`src/hdl/kdc_pkg.sv`:
```
// Kirsch directional code package: widths, candidate type and compare helpers.
// Used by kirsch_directional_code; depends on nothing.
package kdc_pkg;

    localparam int PIX_W   = 8;
    localparam int SUM_W   = PIX_W + 2;
    localparam int DIR_W   = 3;
    localparam int CODE_W  = 6;
    localparam int NUM_DIR = 8;

    typedef logic [PIX_W-1:0]  t_pix;
    typedef logic [SUM_W-1:0]  t_sum;
    typedef logic [DIR_W-1:0]  t_dir;
    typedef logic [CODE_W-1:0] t_code;

    typedef struct packed {
        t_sum sum;
        t_dir dir;
    } t_cand;

    localparam t_code CODE_BORDER = '0;

    // a carries the lower direction; b wins only when strictly better
    function automatic t_cand pick_max(input t_cand a, input t_cand b);
        pick_max = (b.sum > a.sum) ? b : a;
    endfunction

    function automatic t_cand pick_min(input t_cand a, input t_cand b);
        pick_min = (b.sum < a.sum) ? b : a;
    endfunction

    function automatic t_sum sum3(input t_pix a, input t_pix b, input t_pix c);
        sum3 = {2'b00, a} + {2'b00, b} + {2'b00, c};
    endfunction

endpackage

```
`src/hdl/kirsch_directional_code.sv`:
```
// An accepted word moves through stages 1 to 4 in order to its code word on the output register.
// Throughput: one word per cycle unless i_ready stalls; stage 1 forms the eight three-pixel sums,
// stages 2 to 4 each take one level of the max/min compare tree, and stage 4 also registers the code.
// Each response equals 8 * (three-pixel sum) - 3 * (ring sum), so ranking the sums ranks
// the responses. Synchronous active-low reset clears all stage valid bits; data is not reset.
// Depends on kdc_pkg.
module kirsch_directional_code
    import kdc_pkg::*;
(
    input  logic          i_clk,
    input  logic          i_rst_n,
    input  logic          i_valid,
    output logic          o_ready,
    input  t_pix          i_pix_nw,
    input  t_pix          i_pix_n,
    input  t_pix          i_pix_ne,
    input  t_pix          i_pix_w,
    input  t_pix          i_pix_c,
    input  t_pix          i_pix_e,
    input  t_pix          i_pix_sw,
    input  t_pix          i_pix_s,
    input  t_pix          i_pix_se,
    input  logic          i_at_border,
    output logic          o_valid,
    input  logic          i_ready,
    output t_code         o_pattern_code
);

    logic  r_v1, r_v2, r_v3, r_v4;
    logic  r_bord1, r_bord2, r_bord3, r_bord4;
    t_sum  r_sum1 [NUM_DIR];
    t_cand r_mx2 [4];
    t_cand r_mn2 [4];
    t_cand r_mx3 [2];
    t_cand r_mn3 [2];
    t_code r_code4;

    logic  w_ld1, w_ld2, w_ld3, w_ld4;
    t_sum  n_sum1 [NUM_DIR];
    t_cand n_mx2 [4];
    t_cand n_mn2 [4];
    t_cand n_mx3 [2];
    t_cand n_mn3 [2];
    t_code n_code4;
    t_cand w_mx, w_mn;

    assign w_ld4   = !r_v4 || i_ready;
    assign w_ld3   = !r_v3 || w_ld4;
    assign w_ld2   = !r_v2 || w_ld3;
    assign w_ld1   = !r_v1 || w_ld2;
    assign o_ready = w_ld1;

    always_comb begin
        n_sum1[0] = sum3(i_pix_ne, i_pix_e,  i_pix_se);
        n_sum1[1] = sum3(i_pix_n,  i_pix_ne, i_pix_e);
        n_sum1[2] = sum3(i_pix_nw, i_pix_n,  i_pix_ne);
        n_sum1[3] = sum3(i_pix_nw, i_pix_n,  i_pix_w);
        n_sum1[4] = sum3(i_pix_nw, i_pix_w,  i_pix_sw);
        n_sum1[5] = sum3(i_pix_w,  i_pix_sw, i_pix_s);
        n_sum1[6] = sum3(i_pix_sw, i_pix_s,  i_pix_se);
        n_sum1[7] = sum3(i_pix_e,  i_pix_s,  i_pix_se);
    end

    always_comb begin
        for (int k = 0; k < 4; k++) begin
            n_mx2[k] = pick_max('{sum: r_sum1[2*k],   dir: t_dir'(2*k)},
                                '{sum: r_sum1[2*k+1], dir: t_dir'(2*k+1)});
            n_mn2[k] = pick_min('{sum: r_sum1[2*k],   dir: t_dir'(2*k)},
                                '{sum: r_sum1[2*k+1], dir: t_dir'(2*k+1)});
        end
        for (int k = 0; k < 2; k++) begin
            n_mx3[k] = pick_max(r_mx2[2*k], r_mx2[2*k+1]);
            n_mn3[k] = pick_min(r_mn2[2*k], r_mn2[2*k+1]);
        end
        w_mx = pick_max(r_mx3[0], r_mx3[1]);
        w_mn = pick_min(r_mn3[0], r_mn3[1]);
        n_code4 = r_bord3 ? CODE_BORDER : {w_mx.dir, w_mn.dir};
    end

    always_ff @(posedge i_clk) begin
        if (!i_rst_n) begin
            r_v1 <= 1'b0;
            r_v2 <= 1'b0;
            r_v3 <= 1'b0;
            r_v4 <= 1'b0;
        end else begin
            if (w_ld1) r_v1 <= i_valid;
            if (w_ld2) r_v2 <= r_v1;
            if (w_ld3) r_v3 <= r_v2;
            if (w_ld4) r_v4 <= r_v3;
        end
    end

    always_ff @(posedge i_clk) begin
        if (w_ld1) begin
            r_sum1  <= n_sum1;
            r_bord1 <= i_at_border;
        end
        if (w_ld2) begin
            r_mx2   <= n_mx2;
            r_mn2   <= n_mn2;
            r_bord2 <= r_bord1;
        end
        if (w_ld3) begin
            r_mx3   <= n_mx3;
            r_mn3   <= n_mn3;
            r_bord3 <= r_bord2;
        end
        if (w_ld4) begin
            r_code4 <= n_code4;
            r_bord4 <= r_bord3;
        end
    end

    assign o_valid        = r_v4;
    assign o_pattern_code = r_code4;

    a_accept_lands: assert property (@(posedge i_clk) disable iff (!i_rst_n)
        (i_valid && o_ready) |=> r_v1)
        else $error("accepted word did not enter stage 1");

    a_border_zero: assert property (@(posedge i_clk) disable iff (!i_rst_n)
        (o_valid && r_bord4) |-> (o_pattern_code == CODE_BORDER))
        else $error("border word gave nonzero code");

    a_max_ge_min: assert property (@(posedge i_clk) disable iff (!i_rst_n)
        r_v3 |-> (w_mx.sum >= w_mn.sum))
        else $error("max candidate below min candidate");

    a_stage3_drains: assert property (@(posedge i_clk) disable iff (!i_rst_n)
        (r_v3 && w_ld4) |=> o_valid)
        else $error("stage 3 word lost on its way to the output");

endmodule
```
`config.mk`:
```
export PLATFORM = sky130hd
export DESIGN_NAME = kirsch_directional_code
export DESIGN_NICKNAME = d
export VERILOG_FILES = /design/src/hdl/kdc_pkg.sv /design/src/hdl/kirsch_directional_code.sv
export SDC_FILE = /design/constraint.sdc
export NUM_CORES = 1
export LEC_CHECK = 0
export BUFFER_PORTS_ARGS = -buffer_cell sky130_fd_sc_hd__buf_2
export CORE_MARGIN = 2
export CORE_UTILIZATION = 50
export CTS_BUF_LIST = sky130_fd_sc_hd__clkbuf_16
export DETAILED_ROUTE_END_ITERATION = 12
export GPL_ROUTABILITY_DRIVEN = 1
export GPL_TIMING_DRIVEN = 0
export PLACE_DENSITY = 0.67
export SLEW_MARGIN = 30
export SYNTH_ARGS = -nofsm -noshare
export SYNTH_HDL_FRONTEND = slang
export SYNTH_SLANG_ARGS = --single-unit
export TNS_END_PERCENT = 10
```
`constraint.sdc`:
```
create_clock -name i_clk -period 7.9 [get_ports i_clk]
set_clock_uncertainty 0.2 [all_clocks]
set_input_delay 0.79 -clock i_clk [delete_from_list [all_inputs] [get_ports i_clk]]
set_output_delay 0.79 -clock i_clk [all_outputs]
set_load 0.005 [all_outputs]
```
==> flow_metrics.tcl <==
set metrics [dict create \
    gr-total-overflow 0 \
    slew_headroom_pct 57.33 \
    dp.final_hpwl_um 29490 \
    r2r-start "r_mx2[45]" \
    vdd_drop_max_mv 0.2268 \
    yosys_warnings 0 \
    finalHoldViolations 0 \
    syn_inst 1404 \
    min_to "r_bord3" \
    viasPerCell 5.787 \
    worst_r2r_endpoint "r_mx3[24]" \
    grt_pass1_wl_um 58680 \
    regArea_um2 6837 \
    vias 11150 \
    rsz0062_at_grt "no" \
    fin_util_pct 56.12 \
    syn2layout_area_growth_pct 11.04 \
    final_cell_mix "edfxtp_1 (225), ha_1 (165), inv_1 (154), nand2_1 (95), buf_2 (86)" \
    multiInputGateArea_um2 8250 \
    r2r_cells 8 \
    rrSetupSlack_ns 5.24 \
    num_rows 65 \
    critical_path_class "in -> out" \
    synth_top_area_share_pct 42.59 \
    synth_top_flop_cell "edfxtp_1" \
    synth_edf_count 225 \
    clk_pin_slew_ns 0.06 \
    portBuffers 76 \
    core_um2 31390 \
    power.leakage_nw 7.732 \
    drt-pass1-iter-count 8 \
    fmax_mhz 286.8 \
    antenna_cells 0 \
    grtUsageTotal_pct 22.55 \
    worst_pin_slew_ns 0.6395 \
    drive_gt1_share_pct 13.31 \
    cts_tree "built" \
    routabilityCongestion 0.9182 \
    syn_nets 1703 \
    yosysTopAreaCell "edfxtp_1" \
    finalWirelength_um 37010 \
    die_area_um2 33170 \
    cts_resized 0 \
    worstSetupEndpointType "output port" \
    ctsHtreeMaxLevel 1 \
    clock_latency_ns 0.52 \
    die_w_um 182.1 \
    final_nets 1808 \
    crit_required_ns 6.91 \
    arrival_ns 2.50 \
    cts_hold_buf 0 \
    period_share_pct 44.14 \
    ys_top_cells_by_area "edfxtp_1 (43%), ha_1 (13%), fa_1 (7.2%)" \
    finalSetupTns_ns 0 \
    post_cts_buffers 0 \
    routedWlPerCell_um 19.20 \
    status "finished clean" \
    seq_area_frac_synth_pct 43.09 \
    cts_buffer_depth 3 \
    fillers 2702 \
    syn_area_um2 15870 \
    die_h_um 182.1 \
    syn_avg_cell_area_um2 11.30 \
    drc_errors 0 \
    maxCapViolations 0 \
    min_from "r_bord2" \
    first_global_vias 10910 \
    final_common_cell "edfxtp_1" \
    p_per_area_nw_per_um2 445.9 \
    root_buffer "clkbuf_16" \
    synth-async-reset-ratio_pct 0 \
    first_iter_violations 916 \
    clock-sinks 229 \
    yosysUniqueCellTypes 47 \
    period_needed_ns 3.487 \
    grt_max_degree 52 \
    pin_count 85 \
    slew_viol_final 0 \
    synth-seq-cells 229 \
    startpoint_type "input port" \
    ant_nets 0 \
    hold_path.class "reg -> reg" \
    start_util_pct 50.54 \
    holdPathStages 0 \
    cts_inserted_buffers 25 \
    finalSetupViolations 0 \
    antenna_found_initial 0 \
    worst-path-max-fanout 51 \
]
-- stage by stage --
stage | worst slack [ns] | instance area, µm² | std cells | power, mW | hold slack (ns)
detailed placement | 4.149 | 16820 | 1884 | 6.715 | 0.2250
CTS | 4.376 | 17620 | 1927 | 7.874 | 0.2307
floorplan | 4.090 | 15870 | 1404 | 5.470 | 0.2003
global placement | 2.875 | 16750 | 1882 | 6.622 | 0.2040
global route | 4.255 | 17620 | 1927 | 8.474 | 0.2395
finish | 4.413 | 17620 | 1927 | 7.855 | 0.2287
-- power by group --
group / internal, mW / switching (mW) / leakage [nW]
combinational: 1.78 / 2.35 / 4.88
sequential: 2.18 / 0.424 / 2.45
clock: 0.671 / 0.453 / 0.405
-- logic make-up (layout without fill, tap and decap cells) --
kind of cell               Yosys count  count (layout)  synth area share [%]
DFF                                229             229                 43.09
AOI/OAI and AO/OA                  285             285                 11.97
and+or+nand+nor                    363             363                 12.07
adders and majority gates          222             222                 20.21
buffers and inverters              198             319                 5.000
muxes                               59              59                 5.008
xor gates and xnor gates            48              48                 2.650
-- metal layers --
metal	track usage (%)	vias to the layer above	share of wire [%]
met2	38.49	303	48
li1	-	5378	-
met5	0	-	0
met3	2.395	65	4.9
met4	5.677	0	2.6
met1	31.01	5405	44
-- Yosys cell counts (all sizes together) (39+ instances only) --
library cell,instances
nand4,42
and3,45
edfxtp,225
fa,57
nand3,68
inv,150
ha,165
mux2,55
nand2,97
a21oi,64
xnor2,39
o21ai,83
-- how the worst max path moves through the flow --
stage                startpoint         end  cells after the start
floorplan               i_ready     o_ready                      3
global placement        i_ready     o_ready                      5
detailed placement  i_pix_nw[0]  r_sum1[48]                     14
CTS                     o_valid     o_ready                      5
global route            o_valid     o_ready                      5
finish                  i_ready     o_ready                      6
-- state kept, by name, summed over array words and instances, names as in the netlist --
signal,flops
o_pattern_code,6
r_mn2,44
r_v2,1
r_sum1,80
r_bord3,1
r_v3,1
o_valid,1
r_mn3,24
r_mx2,44
r_mx3,24
r_v1,1
r_bord2,1
r_bord1,1
-- layout make-up --
type | instances | area share [%]
buffer | 48 | 1.307
clock buffer | 25 | 3.551
clock inverter | 18 | 0.9517
inverter | 150 | 3.224
multi-input combinational | 977 | 46.83
sequential | 229 | 38.81
tap | 402 | 2.855
timing repair buffer | 78 | 2.472
-- critical path, stage by stage --
cell and delay (ns):
buf_2 0.09, nor2b_1 0.33, and3_1 0.41, nand2_4 0.35, buf_16 0.32, buf_2 0.17
No activity file was read; power rests on OpenSTA's default activity.
